$ cat src/rtl/core/iff_pkg.sv
// shared types, codes and character constants for the integer field formatter
`default_nettype none

package iff_pkg;

   localparam int MAX_FIELD_WIDTH  = 64;
   localparam int MAG_WIDTH        = 64;
   localparam int NUM_DIGITS       = 20;
   localparam int PTR_DIGITS       = 8;
   localparam int DIGIT_WIDTH      = 4;
   localparam int OP_WIDTH         = 3;
   localparam int FIELD_WIDTH_BITS = 7;
   localparam int COUNT_WIDTH      = $clog2(MAX_FIELD_WIDTH + 1);
   localparam int ND_WIDTH         = $clog2(NUM_DIGITS + 1);

   // conversion codes
   localparam logic [OP_WIDTH-1:0] OP_SIGNED_DEC   = 3'd0;
   localparam logic [OP_WIDTH-1:0] OP_UNSIGNED_DEC = 3'd1;
   localparam logic [OP_WIDTH-1:0] OP_HEX_LOWER    = 3'd2;
   localparam logic [OP_WIDTH-1:0] OP_HEX_UPPER    = 3'd3;
   localparam logic [OP_WIDTH-1:0] OP_PTR_LOWER    = 3'd4;
   localparam logic [OP_WIDTH-1:0] OP_PTR_UPPER    = 3'd5;

   // ascii
   localparam logic [7:0] CHAR_ZERO    = 8'h30;
   localparam logic [7:0] CHAR_MINUS   = 8'h2d;
   localparam logic [7:0] CHAR_PLUS    = 8'h2b;
   localparam logic [7:0] CHAR_SPACE   = 8'h20;
   localparam logic [7:0] CHAR_X       = 8'h78;
   localparam logic [7:0] CHAR_LOWER_A = 8'h61;
   localparam logic [7:0] CHAR_UPPER_A = 8'h41;

   typedef enum logic [1:0] {
      CELL_HOLD,
      CELL_CLEAR,
      CELL_CONVERT,
      CELL_SHIFT
   } cell_cmd_type;

   typedef struct packed {
      cell_cmd_type cmd;
      logic         decimal;
   } cell_ctrl_type;

   typedef enum logic [3:0] {
      ST_IDLE,
      ST_CONVERT,
      ST_STRIP,
      ST_LEAD_PAD,
      ST_SIGN,
      ST_PREFIX_0,
      ST_PREFIX_X,
      ST_DIGIT,
      ST_TRAIL_PAD
   } state_type;

   function automatic logic [7:0] digit_char(input logic [DIGIT_WIDTH-1:0] d,
                                             input logic upper);
      logic [7:0] base;
      base = upper ? CHAR_UPPER_A : CHAR_LOWER_A;
      if (d < DIGIT_WIDTH'(10)) begin
         return CHAR_ZERO + 8'(d);
      end
      return base + 8'(d) - 8'd10;
   endfunction

endpackage

`default_nettype wire

$ cat src/rtl/core/iff_cell.sv
// one digit cell of the conversion chain: shift-and-add-3 step, digit shift
`default_nettype none

module iff_cell (
   input  logic                            clock,
   input  iff_pkg::cell_ctrl_type          cell_ctrl,
   input  logic                            lower_bit,
   input  logic [iff_pkg::DIGIT_WIDTH-1:0] lower_digit,
   output logic                            upper_bit,
   output logic [iff_pkg::DIGIT_WIDTH-1:0] digit
);
   import iff_pkg::*;

   logic [DIGIT_WIDTH-1:0] digit_ff;
   logic [DIGIT_WIDTH-1:0] digit_in;
   logic [DIGIT_WIDTH-1:0] adjusted;

   // add 3 to digits of five and over before each shift in decimal mode
   assign adjusted  = (cell_ctrl.decimal && digit_ff >= DIGIT_WIDTH'(5)) ?
                      digit_ff + DIGIT_WIDTH'(3) : digit_ff;
   assign upper_bit = adjusted[DIGIT_WIDTH-1];
   assign digit     = digit_ff;

   always_comb begin
      case (cell_ctrl.cmd)
         CELL_CLEAR:   digit_in = '0;
         CELL_CONVERT: digit_in = {adjusted[DIGIT_WIDTH-2:0], lower_bit};
         CELL_SHIFT:   digit_in = lower_digit;
         default:      digit_in = digit_ff;
      endcase
   end

   always_ff @(posedge clock) begin
      digit_ff <= digit_in;
   end

endmodule

`default_nettype wire

$ cat src/rtl/core/iff_ctrl.sv
// sequencer: operand capture, conversion and strip control, character emission
`default_nettype none

module iff_ctrl (
   input  logic                                 clock,
   input  logic                                 reset,
   input  logic                                 req_valid,
   output logic                                 req_ready,
   input  logic [iff_pkg::OP_WIDTH-1:0]         req_operation,
   input  logic [iff_pkg::MAG_WIDTH-1:0]        req_value,
   input  logic                                 req_wide,
   input  logic [iff_pkg::FIELD_WIDTH_BITS-1:0] req_field_width,
   input  logic                                 req_left_justify,
   input  logic                                 req_zero_pad,
   input  logic                                 req_force_plus,
   input  logic                                 req_alternate,
   output logic                                 rsp_valid,
   input  logic                                 rsp_ready,
   output logic [7:0]                           rsp_character,
   output logic                                 rsp_last,
   output iff_pkg::cell_ctrl_type               cell_ctrl,
   output logic                                 serial_bit,
   input  logic [iff_pkg::DIGIT_WIDTH-1:0]      top_digit
);
   import iff_pkg::*;

   state_type state_ff, state_in;

   logic [OP_WIDTH-1:0]    op_ff, op_in;
   logic                   lj_ff, lj_in;
   logic                   zp_ff, zp_in;
   logic                   alt_ff, alt_in;
   logic                   neg_ff, neg_in;
   logic                   sign_ff, sign_in;
   logic                   nz_ff, nz_in;
   logic [COUNT_WIDTH-1:0] fw_ff, fw_in;
   logic [MAG_WIDTH-1:0]   mag_ff, mag_in;
   logic [COUNT_WIDTH-1:0] cnt_ff, cnt_in;
   logic [ND_WIDTH-1:0]    nd_ff, nd_in;
   logic                   rsp_valid_ff, rsp_valid_in;
   logic [7:0]             rsp_char_ff, rsp_char_in;
   logic                   rsp_last_ff, rsp_last_in;

   logic                   accept;
   logic                   out_free;
   logic                   is_ptr;
   logic                   is_upper;
   logic                   is_decimal;
   logic                   trail_pad;
   logic                   strip_go;
   logic [ND_WIDTH-1:0]    strip_limit;
   logic [COUNT_WIDTH-1:0] body_len;
   logic [COUNT_WIDTH-1:0] pad;
   logic                   emit_valid;
   logic [7:0]             emit_char;
   logic                   emit_last;

   // operand decode at capture
   logic [MAG_WIDTH-1:0]   v_masked;
   logic [MAG_WIDTH-1:0]   v_negated;
   logic                   v_signbit;
   logic                   v_nz;
   logic                   v_neg;

   assign req_ready     = (state_ff == ST_IDLE);
   assign accept        = req_valid && req_ready;
   assign out_free      = !rsp_valid_ff || rsp_ready;
   assign rsp_valid     = rsp_valid_ff;
   assign rsp_character = rsp_char_ff;
   assign rsp_last      = rsp_last_ff;
   assign serial_bit    = mag_ff[MAG_WIDTH-1];

   always_comb begin
      v_masked  = req_wide ? req_value : {{(MAG_WIDTH/2){1'b0}}, req_value[MAG_WIDTH/2-1:0]};
      v_negated = MAG_WIDTH'(0) - v_masked;
      if (!req_wide) begin
         v_negated[MAG_WIDTH-1:MAG_WIDTH/2] = '0;
      end
      v_signbit = req_wide ? req_value[MAG_WIDTH-1] : req_value[MAG_WIDTH/2-1];
      v_nz      = (v_masked != '0);
      v_neg     = (req_operation == OP_SIGNED_DEC) && v_signbit;
   end

   assign is_ptr      = (op_ff == OP_PTR_LOWER) || (op_ff == OP_PTR_UPPER);
   assign is_upper    = (op_ff == OP_HEX_UPPER) || (op_ff == OP_PTR_UPPER);
   assign is_decimal  = (op_ff == OP_SIGNED_DEC) || (op_ff == OP_UNSIGNED_DEC);
   assign trail_pad   = lj_ff && !is_ptr && (cnt_ff != '0);
   assign strip_limit = is_ptr ? ND_WIDTH'(PTR_DIGITS) : ND_WIDTH'(1);
   assign strip_go    = (top_digit == '0) && (nd_ff > strip_limit);
   assign body_len    = COUNT_WIDTH'(nd_ff) + COUNT_WIDTH'(sign_ff);
   assign pad         = (fw_ff > body_len) ? fw_ff - body_len : '0;

   // next state
   always_comb begin
      state_in = state_ff;
      case (state_ff)
         ST_IDLE: begin
            if (accept && req_operation <= OP_PTR_UPPER) begin
               state_in = ST_CONVERT;
            end
         end
         ST_CONVERT: begin
            if (cnt_ff == '0) begin
               state_in = ST_STRIP;
            end
         end
         ST_STRIP: begin
            if (!strip_go) begin
               if (is_ptr) begin
                  state_in = (alt_ff && nz_ff) ? ST_PREFIX_0 : ST_DIGIT;
               end else if (!lj_ff && pad != '0) begin
                  state_in = ST_LEAD_PAD;
               end else if (sign_ff) begin
                  state_in = ST_SIGN;
               end else begin
                  state_in = ST_DIGIT;
               end
            end
         end
         ST_LEAD_PAD: begin
            if (out_free && cnt_ff == COUNT_WIDTH'(1)) begin
               state_in = sign_ff ? ST_SIGN : ST_DIGIT;
            end
         end
         ST_SIGN: begin
            if (out_free) begin
               state_in = ST_DIGIT;
            end
         end
         ST_PREFIX_0: begin
            if (out_free) begin
               state_in = ST_PREFIX_X;
            end
         end
         ST_PREFIX_X: begin
            if (out_free) begin
               state_in = ST_DIGIT;
            end
         end
         ST_DIGIT: begin
            if (out_free && nd_ff == ND_WIDTH'(1)) begin
               state_in = trail_pad ? ST_TRAIL_PAD : ST_IDLE;
            end
         end
         ST_TRAIL_PAD: begin
            if (out_free && cnt_ff == COUNT_WIDTH'(1)) begin
               state_in = ST_IDLE;
            end
         end
         default: state_in = ST_IDLE;
      endcase
   end

   // state outputs
   always_comb begin
      cell_ctrl.cmd     = CELL_HOLD;
      cell_ctrl.decimal = is_decimal;
      emit_valid        = 1'b0;
      emit_char         = CHAR_SPACE;
      emit_last         = 1'b0;
      case (state_ff)
         ST_IDLE: begin
            if (accept) begin
               cell_ctrl.cmd = CELL_CLEAR;
            end
         end
         ST_CONVERT: cell_ctrl.cmd = CELL_CONVERT;
         ST_STRIP: begin
            if (strip_go) begin
               cell_ctrl.cmd = CELL_SHIFT;
            end
         end
         ST_LEAD_PAD: begin
            emit_valid = 1'b1;
            emit_char  = zp_ff ? CHAR_ZERO : CHAR_SPACE;
         end
         ST_SIGN: begin
            emit_valid = 1'b1;
            emit_char  = neg_ff ? CHAR_MINUS : CHAR_PLUS;
         end
         ST_PREFIX_0: begin
            emit_valid = 1'b1;
            emit_char  = CHAR_ZERO;
         end
         ST_PREFIX_X: begin
            emit_valid = 1'b1;
            emit_char  = CHAR_X;
         end
         ST_DIGIT: begin
            emit_valid = 1'b1;
            emit_char  = digit_char(top_digit, is_upper);
            emit_last  = (nd_ff == ND_WIDTH'(1)) && !trail_pad;
            if (out_free) begin
               cell_ctrl.cmd = CELL_SHIFT;
            end
         end
         ST_TRAIL_PAD: begin
            emit_valid = 1'b1;
            emit_char  = CHAR_SPACE;
            emit_last  = (cnt_ff == COUNT_WIDTH'(1));
         end
         default: ;
      endcase
   end

   // datapath next values
   always_comb begin
      op_in        = op_ff;
      lj_in        = lj_ff;
      zp_in        = zp_ff;
      alt_in       = alt_ff;
      neg_in       = neg_ff;
      sign_in      = sign_ff;
      nz_in        = nz_ff;
      fw_in        = fw_ff;
      mag_in       = mag_ff;
      cnt_in       = cnt_ff;
      nd_in        = nd_ff;
      rsp_valid_in = rsp_valid_ff;
      rsp_char_in  = rsp_char_ff;
      rsp_last_in  = rsp_last_ff;

      if (accept) begin
         op_in   = req_operation;
         lj_in   = req_left_justify;
         zp_in   = req_zero_pad;
         alt_in  = req_alternate;
         neg_in  = v_neg;
         nz_in   = v_nz;
         sign_in = v_nz && (v_neg || req_force_plus) && (req_operation <= OP_HEX_UPPER);
         fw_in   = (req_field_width > FIELD_WIDTH_BITS'(MAX_FIELD_WIDTH)) ?
                   COUNT_WIDTH'(MAX_FIELD_WIDTH) : COUNT_WIDTH'(req_field_width);
         mag_in  = v_neg ? v_negated : v_masked;
         cnt_in  = COUNT_WIDTH'(MAG_WIDTH - 1);
      end

      case (state_ff)
         ST_CONVERT: begin
            mag_in = {mag_ff[MAG_WIDTH-2:0], 1'b0};
            cnt_in = cnt_ff - COUNT_WIDTH'(1);
            nd_in  = ND_WIDTH'(NUM_DIGITS);
         end
         ST_STRIP: begin
            if (strip_go) begin
               nd_in = nd_ff - ND_WIDTH'(1);
            end else begin
               cnt_in = pad;
            end
         end
         ST_LEAD_PAD, ST_TRAIL_PAD: begin
            if (out_free) begin
               cnt_in = cnt_ff - COUNT_WIDTH'(1);
            end
         end
         ST_DIGIT: begin
            if (out_free) begin
               nd_in = nd_ff - ND_WIDTH'(1);
            end
         end
         default: ;
      endcase

      if (out_free) begin
         rsp_valid_in = emit_valid;
         if (emit_valid) begin
            rsp_char_in = emit_char;
            rsp_last_in = emit_last;
         end
      end
   end

   always_ff @(posedge clock) begin
      if (reset) begin
         state_ff     <= ST_IDLE;
         rsp_valid_ff <= 1'b0;
         cnt_ff       <= '0;
         nd_ff        <= '0;
      end else begin
         state_ff     <= state_in;
         rsp_valid_ff <= rsp_valid_in;
         cnt_ff       <= cnt_in;
         nd_ff        <= nd_in;
      end
   end

   always_ff @(posedge clock) begin
      op_ff       <= op_in;
      lj_ff       <= lj_in;
      zp_ff       <= zp_in;
      alt_ff      <= alt_in;
      neg_ff      <= neg_in;
      sign_ff     <= sign_in;
      nz_ff       <= nz_in;
      fw_ff       <= fw_in;
      mag_ff      <= mag_in;
      rsp_char_ff <= rsp_char_in;
      rsp_last_ff <= rsp_last_in;
   end

endmodule

`default_nettype wire

$ cat src/rtl/core/integer_field_formatter.sv
// top level of the integer field formatter: sequencer plus chain of digit cells
//
// turns one integer and a printf-style conversion spec into the characters of
// the field, one rsp transaction per character, most significant first, with
// rsp_last on the final one. conversions: signed and unsigned decimal, lower
// and upper hex, and pointer (at least eight hex digits, "0x" prefix when
// req_alternate is set and the value is nonzero). outside pointers, zero prints
// a bare "0" with no sign; padding goes ahead of the sign, or after the body when
// left justified. operation codes six and seven are taken and produce nothing.
// one req transaction is handled at a time. after acceptance the magnitude is
// fed one bit per cycle into a row of twenty 4-bit digit cells (shift-and-add-3
// in decimal, plain shift in hex). leading zero digits are then shifted out of
// the top cell at one per cycle (up to 19, fewer for pointers), the last strip
// step decides the layout, and the characters leave at one per cycle while
// rsp_ready is high. stripped zeros plus digits always make twenty. the result
// register lets the last character of one item wait while the next item is
// accepted and converted
`default_nettype none

module integer_field_formatter (
   input  logic                                 clock,
   input  logic                                 reset,
   input  logic                                 req_valid,
   output logic                                 req_ready,
   input  logic [iff_pkg::OP_WIDTH-1:0]         req_operation,
   input  logic [iff_pkg::MAG_WIDTH-1:0]        req_value,
   input  logic                                 req_wide,
   input  logic [iff_pkg::FIELD_WIDTH_BITS-1:0] req_field_width,
   input  logic                                 req_left_justify,
   input  logic                                 req_zero_pad,
   input  logic                                 req_force_plus,
   input  logic                                 req_alternate,
   output logic                                 rsp_valid,
   input  logic                                 rsp_ready,
   output logic [7:0]                           rsp_character,
   output logic                                 rsp_last
);
   import iff_pkg::*;

   cell_ctrl_type          cell_ctrl;
   // carries run upward from the serial magnitude bit into cell 0
   logic                   chain_bit   [NUM_DIGITS+1];
   // digits move upward by one cell for each strip or emitted digit
   logic [DIGIT_WIDTH-1:0] chain_digit [NUM_DIGITS+1];

   assign chain_digit[0] = '0;

   iff_ctrl u_ctrl (
      .clock            (clock),
      .reset            (reset),
      .req_valid        (req_valid),
      .req_ready        (req_ready),
      .req_operation    (req_operation),
      .req_value        (req_value),
      .req_wide         (req_wide),
      .req_field_width  (req_field_width),
      .req_left_justify (req_left_justify),
      .req_zero_pad     (req_zero_pad),
      .req_force_plus   (req_force_plus),
      .req_alternate    (req_alternate),
      .rsp_valid        (rsp_valid),
      .rsp_ready        (rsp_ready),
      .rsp_character    (rsp_character),
      .rsp_last         (rsp_last),
      .cell_ctrl        (cell_ctrl),
      .serial_bit       (chain_bit[0]),
      .top_digit        (chain_digit[NUM_DIGITS])
   );

   // cell 0 holds the least significant digit, the top cell feeds the output
   for (genvar i = 0; i < NUM_DIGITS; i++) begin : g_cell
      iff_cell u_cell (
         .clock       (clock),
         .cell_ctrl   (cell_ctrl),
         .lower_bit   (chain_bit[i]),
         .lower_digit (chain_digit[i]),
         .upper_bit   (chain_bit[i+1]),
         .digit       (chain_digit[i+1])
      );
   end

endmodule

`default_nettype wire

$ cat config.mk
export PLATFORM = sky130hd
export DESIGN_NAME = integer_field_formatter
export DESIGN_NICKNAME = d
export VERILOG_FILES = /design/src/rtl/core/iff_pkg.sv /design/src/rtl/core/iff_cell.sv /design/src/rtl/core/iff_ctrl.sv /design/src/rtl/core/integer_field_formatter.sv
export SDC_FILE = /design/constraint.sdc
export NUM_CORES = 1
export LEC_CHECK = 0
export BUFFER_PORTS_ARGS = -buffer_cell sky130_fd_sc_hd__buf_2
export CAP_MARGIN = 40
export CORE_ASPECT_RATIO = 0.7
export CORE_MARGIN = 2
export CORE_UTILIZATION = 60
export CTS_BUF_LIST = sky130_fd_sc_hd__clkbuf_4 sky130_fd_sc_hd__clkbuf_8
export CTS_CLUSTER_DIAMETER = 30
export DETAILED_ROUTE_END_ITERATION = 16
export PLACE_DENSITY = 0.8
export SYNTH_ARGS = -nofsm -noshare
export SYNTH_HDL_FRONTEND = slang
export SYNTH_SLANG_ARGS = --single-unit
$ cat constraint.sdc
create_clock -name clock -period 14.3 [get_ports clock]
set_input_delay 2.145 -clock clock [delete_from_list [all_inputs] [get_ports clock]]
set_output_delay 2.145 -clock clock [all_outputs]
set_load 0.05 [all_outputs]
==> results.ini, run 1 <==
[clock_network]
ctsLongestPathBuffers=2
cts_buffers=17
cts_hold_buf=0
post_cts_buffers=0
path_clk_slew_ps=110
cts.sinks=185
cts-resized-gates=0
cts_root_buffer=clkbuf_8
cts_tree=built
insertion_delay_ps=480
htreeDepth=4

[job]
drv_cap=0

[synthesis]
yosys_warnings=0
async_flop_share_pct=0
yosysUniqueCellTypes=68
synth_enable_flop_cells=167
syn_avg_cell_area_um2=9.61
synth_seq_area_share_pct=44.9
ys_ff_latch=185
synth_nets=1386
netlist_area_um2=12000
ys.flop_type=edfxtp_1
syn_inst=1245

[drt]
m1WireLength_um=12900
detail-route-antenna-nets=0
dr_wl_met3_um=2330
num_vias=9855
dr.pass1.iters=6
viasPerCell=6.21
wirelength_um=27600
drt-initial-drc-count=1057
met2WireLength_um=12000
drc=0
drt-wirelength-per-cell_um=17.4
highest_layer=met4

[floorplanning]
coreArea_um2=19700
die_h_um=122
std_cell_rows=43
initial_core_util_pct=60.8
die_w_um=173
pin_count=94
die_area_um2=21100

[pwr]
power.density_nw_per_um2=197
p_total_w=0.00258
peakVddDrop_v=0.0000988
p_leak_nw=4.68

[cells_and_area]
area_growth_pct=9.15
final_cell_count_no_fill=1588
drive_above_1_share_pct=11.8
final_net_count=1446
num-fill-cells=1542
utilization_pct=66.3
antennaDiodeCount=0

[placed_design]
port_buffers=92
dp.cells=1556
gp_congestion=0.931
dp_hpwl_um=19200

[worst_setup_path]
cp_slowest_cell=nand4b_1
cp_data_arrival_time_ps=4820
worstSetupPathType=input pin to register
cp_max_fo=11
crit_chain=buf_2 > or4_1 > nand4b_1 > nor2_1 > buf_4 > a41oi_1 > xnor2_1 > o21ai_0
setup.worst_path.end=u_ctrl.mag_ff[55]$_DFFE_PP_
r2r_start=u_ctrl.sign_ff$_DFFE_PP_
crit_path_end_kind=register
cp-startpoint=req_value[10]
cp.depth=8
start_kind=input pin
rr_worst_depth=11
cpLargestDelayFamily=simple AND/OR/NAND/NOR gates
critical_path_required_ps=14510
path_buf_inv=2
r2r_end=u_ctrl.state_ff[2]$_SDFFE_PP0P_
r2r_slack_ps=10520
max_stage_delay_ps=650

[run_status]
status=finished clean

[sta]
max_freq_mhz=217
period_minus_slack_ps=4610
worst_slew_pin_slew_ps=954
tns_ps=0
rsz0062_at_grt=no
final.period_utilization_pct=32.2
worst_clock_skew_ps=16.4
slew-limit-headroom_pct=35.8
finalSetupViolations=0
maxSlewViolCount=0
hold_viol_final=0

[grt]
track_usage_pct=26.1
grt_max_degree=76
antenna_found_initial=0
grt_pass1_wl_um=44800
first_global_vias=8923
grt_overflow=0

[min_path]
hp-class=register to register

## sequential cells by signal, summed over array words and instances, names as in the netlist, 3 cells and up
name,cells
u_ctrl.mag_ff,64
u_ctrl.op_ff,3
u_ctrl.fw_ff,7
u_ctrl.rsp_character,7
u_ctrl.cnt_ff,7
u_ctrl.nd_ff,5
u_ctrl.state_ff,4
g_cell.u_cell.digit,80
## routing by layer
layer  vias to the layer above  GRT usage [%]
met5                         -              0
met4                         0           6.41
met3                        28           4.03
met2                       488           38.7
met1                      4636           40.0
li1                       4703              -
## worst min path at each step
stage | startpoint | to | slack, ps | depth (start not counted)
6_report | u_ctrl.mag_ff[0]$_SDFFE_PP0P_ | u_ctrl.mag_ff[0]$_SDFFE_PP0P_ | 500 | 2
5_1_grt | u_ctrl.mag_ff[0]$_SDFFE_PP0P_ | u_ctrl.mag_ff[0]$_SDFFE_PP0P_ | 500 | 2
4_1_cts | u_ctrl.mag_ff[0]$_SDFFE_PP0P_ | u_ctrl.mag_ff[0]$_SDFFE_PP0P_ | 490 | 2
3_5_place_dp | u_ctrl.mag_ff[0]$_SDFFE_PP0P_ | u_ctrl.mag_ff[0]$_SDFFE_PP0P_ | 480 | 2
3_3_place_gp | u_ctrl.mag_ff[0]$_SDFFE_PP0P_ | u_ctrl.mag_ff[0]$_SDFFE_PP0P_ | 440 | 2
2_1_floorplan | u_ctrl.mag_ff[0]$_SDFFE_PP0P_ | u_ctrl.mag_ff[0]$_SDFFE_PP0P_ | 440 | 2
## through the flow
step / setup WS (ps) / hold slack [ps] / area (um^2)
5_1_grt: 9610 / 505 / 13100
3_5_place_dp: 9310 / 476 / 12700
4_1_cts: 9770 / 492 / 13100
3_3_place_gp: 9000 / 444 / 12600
2_1_floorplan: 8480 / 437 / 12000
6_report: 9690 / 496 / 13100
## area by class of cell
type	count	area [um^2]	share of cell area, %
sequential	185	5380	41.2
tap	270	338	2.59
multi-input combinational	933	6120	46.9
inverter	63	236	1.81
clock inverter	15	153	1.17
timing repair buffer	105	603	4.62
clock buffer	17	234	1.79
## synthesized netlist by cell type, types with 16 or more instances
master | number | share of area, %
a21oi_1 | 73 | 3.1
a22o_1 | 23 | 1.7
a31oi_1 | 24 | 1.3
clkbuf_1 | 55 | 1.7
dfxtp_1 | 18 | 3.0
edfxtp_1 | 167 | 42
ha_1 | 57 | 6.0
inv_1 | 62 | 1.9
nand2_1 | 115 | 3.6
nand2b_1 | 34 | 1.8
nand3_1 | 16 | 0.67
nor2_1 | 93 | 2.9
nor3_1 | 18 | 0.75
o211ai_1 | 20 | 1.3
o21ai_0 | 107 | 4.5
o22ai_1 | 40 | 2.1
o31ai_1 | 17 | 1.1
or3_1 | 25 | 1.3
xnor2_1 | 72 | 5.3
xor2_1 | 57 | 4.2
## placed cells by master, fill, tap and decap left out, types with 4 or more instances in the layout
cell type	synthesis	layout
a31oi_1	24	24
a211oi_1	6	6
a32oi_1	4	4
nand2_1	115	114
clkbuf_8	0	17
edfxtp_1	167	167
or2_2	5	5
and3_1	7	6
xor2_1	57	57
nand3b_1	5	5
a41oi_1	12	12
nand2b_1	34	34
dfxtp_1	18	18
nand3_1	16	15
buf_2	4	93
inv_1	62	62
o41ai_1	10	10
nor2b_1	11	11
o31ai_1	17	17
o21ai_0	107	107
a22o_1	23	23
mux2i_1	6	6
nand4_1	4	4
o211ai_1	20	20
nor2_1	93	92
ha_1	57	57
a21oi_1	73	73
nor4_1	10	10
a21boi_0	5	5
nor3_1	18	18
or4_1	12	12
buf_4	1	9
inv_6	0	6
or3_1	25	25
xnor2_1	72	72
o22ai_1	40	40
## worst register-to-register path, stage by stage, from the launching register on
cell and delay, ps:
edfxtp_1 520, ha_1 240, ha_1 210, nand3_1 110
xor2_1 190, ha_1 340, and3b_1 210, a2111oi_0 280
o311ai_0 280, or4b_2 750, o21a_1 200, o41ai_1 340
## logic make-up (layout without fill, tap and decap cells)
group | count (synthesis) | count (layout) | synth area share [%]
adders and majority gates | 58 | 58 | 6.13
buffers and inverters | 127 | 200 | 4.12
other | 1 | 1 | 0.0313
xor gates and xnor gates | 129 | 129 | 9.44
muxes | 6 | 6 | 0.502
and+or+nand+nor | 376 | 376 | 15.8
AOI/OAI and AO/OA | 363 | 363 | 19.0
DFF | 185 | 185 | 44.9
## report_power, final
part	total [W]	leakage (nW)	switching, W	internal, W
clock	0.000358	0.192	0.000214	0.000145
combinational	0.00106	2.67	0.000671	0.000393
sequential	0.00115	1.82	0.000195	0.000958
No activity file was read; power rests on OpenSTA's default activity.
==> inputs of run 2 (changes only) <==
--- a/config.mk
+++ b/config.mk
@@ -9,11 +9,11 @@
 export CAP_MARGIN = 40
 export CORE_ASPECT_RATIO = 0.7
 export CORE_MARGIN = 2
-export CORE_UTILIZATION = 60
+export CORE_UTILIZATION = 57
 export CTS_BUF_LIST = sky130_fd_sc_hd__clkbuf_4 sky130_fd_sc_hd__clkbuf_8
 export CTS_CLUSTER_DIAMETER = 30
 export DETAILED_ROUTE_END_ITERATION = 16
-export PLACE_DENSITY = 0.8
+export PLACE_DENSITY = 0.79
 export SYNTH_ARGS = -nofsm -noshare
 export SYNTH_HDL_FRONTEND = slang
 export SYNTH_SLANG_ARGS = --single-unit
==> constraint.sdc (replaced) <==
create_clock -name clock -period 3.95 [get_ports clock]
set_input_delay 0.5925 -clock clock [delete_from_list [all_inputs] [get_ports clock]]
set_output_delay 0.5925 -clock clock [all_outputs]
set_load 0.05 [all_outputs]
==> run 2 against run 1 <==
Combinational power grew to 3.7 times the previous value; sequential share of layout area about the same; utilization decreased by 3.0 points; critical endpoint is now u_ctrl.state_ff[1]$_SDFFE_PP0P_; largest power group unchanged.
==> results.ini, run 2 (same netlist as run 1, synthesis figures left out) <==
[sta]
hold_viol_final=0
worst_slew_pin_slew_ps=829
slew-limit-headroom_pct=44.7
worst_clock_skew_ps=18.0
tns_ps=0
rsz0062_at_grt=no
finalSetupViolations=0
final.period_utilization_pct=91.0
period_minus_slack_ps=3590
worst_slack_ps=355
maxSlewViolCount=0
max_freq_mhz=278
hold_ws_ps=277

[floorplanning]
std_cell_rows=44
die_area_um2=22200
die_w_um=177
die_h_um=125
coreArea_um2=20600
initial_core_util_pct=58.0
pin_count=94

[cells_and_area]
largest_reg_flops=80
layout_commonest_cell=edfxtp_1
area_growth_pct=9.21
antennaDiodeCount=0
layout_common_cells=167 x edfxtp_1, 114 x nand2_1, 107 x o21ai_0
final_net_count=1451
drive_above_1_share_pct=12.0

[clock_network]
cts_hold_buf=0
htreeDepth=4
cts_buffers=17
cts-resized-gates=0
ctsLongestPathBuffers=2
cts_tree=built
cts.sinks=185
cts_root_buffer=clkbuf_8
post_cts_buffers=0
insertion_delay_ps=490
path_clk_slew_ps=100

[worst_setup_path]
start_kind=register
cp_max_fo=7
crit_path_end_kind=register
critical_path_required_ps=4310
cp_data_arrival_time_ps=3960
worstSetupPathType=register to register

[drt]
dr.pass1.iters=6
detail-route-antenna-nets=0
viasPerCell=6.20
wirelength_um=27600
drt-initial-drc-count=1188
drc=0
num_vias=9896
drt-wirelength-per-cell_um=17.3

[placed_design]
gp_congestion=0.901
dp_hpwl_um=19000
place_ws_ps=339
port_buffers=92

[grt]
met1_usage_pct=38.0
grt_max_degree=67
grt_pass1_wl_um=44800
top_usage_layer=met1
grt_overflow=0
met2_usage_pct=36.4
first_global_vias=8832
track_usage_pct=25.0
grtUsageMet3_pct=4.71
antenna_found_initial=0

[pwr]
power.density_nw_per_um2=712
peakVddDrop_v=0.000404
p_leak_nw=4.69

[min_path]
hp-class=input pin to register

[job]
drv_cap=0

[run_status]
status=finished clean

==> run 2: cell count changes in the layout (fill, tap and decap cells not counted), moves of 2 or more <==
cell      previous run  this run
buf_12               0         2
inv_8                3         0
buf_4                9        16
buf_16               2         0
inv_6                6         3
clkinv_2             0         2
==> run 2: worst max-delay path: stages (launching register included) <==
cell       delay, ps
edfxtp_1         530
ha_1             260
ha_1             210
nand3_1          100
xor2_1           160
ha_1             310
and3b_1          220
a2111oi_1        330
o311ai_1         200
or4b_2           710
o31ai_1          330
o22ai_1          130
==> run 2: stage by stage <==
stage	util (%)	area, um^2	power (W)	cells
floorplan	-	12000	0.00690	1245
global placement	61.5	12700	0.00783	1567
detailed placement	61.5	12700	0.00802	1567
CTS	63.3	13100	0.00929	1596
global route	63.3	13100	0.00996	1596
finish	63.3	13100	0.00930	1596
==> run 2: path summary, 6_finish.rpt <==
path                                               startpoint                              end  cells after the start  slack, ps
worst min-delay path                         req_left_justify           u_ctrl.lj_ff$_DFFE_PP_                      1        280
worst min register to register  u_ctrl.mag_ff[0]$_SDFFE_PP0P_    u_ctrl.mag_ff[0]$_SDFFE_PP0P_                      2        470
worst max register to register       u_ctrl.sign_ff$_DFFE_PP_  u_ctrl.state_ff[1]$_SDFFE_PP0P_                     11        360
worst max-delay path                 u_ctrl.sign_ff$_DFFE_PP_  u_ctrl.state_ff[1]$_SDFFE_PP0P_                     11        360
==> run 2: area by class of cell <==
class	count	area, um^2
flip-flops and latches	185	5380
clock buffers	17	234
fillers	1710	7580
repair buffers	110	621
well taps	276	345
multi-input cells	933	6130
inverters	63	236
clock inverters	12	128
==> run 2: where the power goes <==
part | total, W | internal, W | switching [W]
clock | 0.00127 | 0.000551 | 0.000720
sequential | 0.00417 | 0.00347 | 0.000698
combinational | 0.00387 | 0.00143 | 0.00244
total | 0.00930 | 0.00545 | 0.00386
==> run 2: layer usage <==
layer  vias up  part of all wire (%)
met2       444                    44
met3        43                   8.0
met5         -                     0
li1       4710                     -
met4         0                   1.6
met1      4699                    47
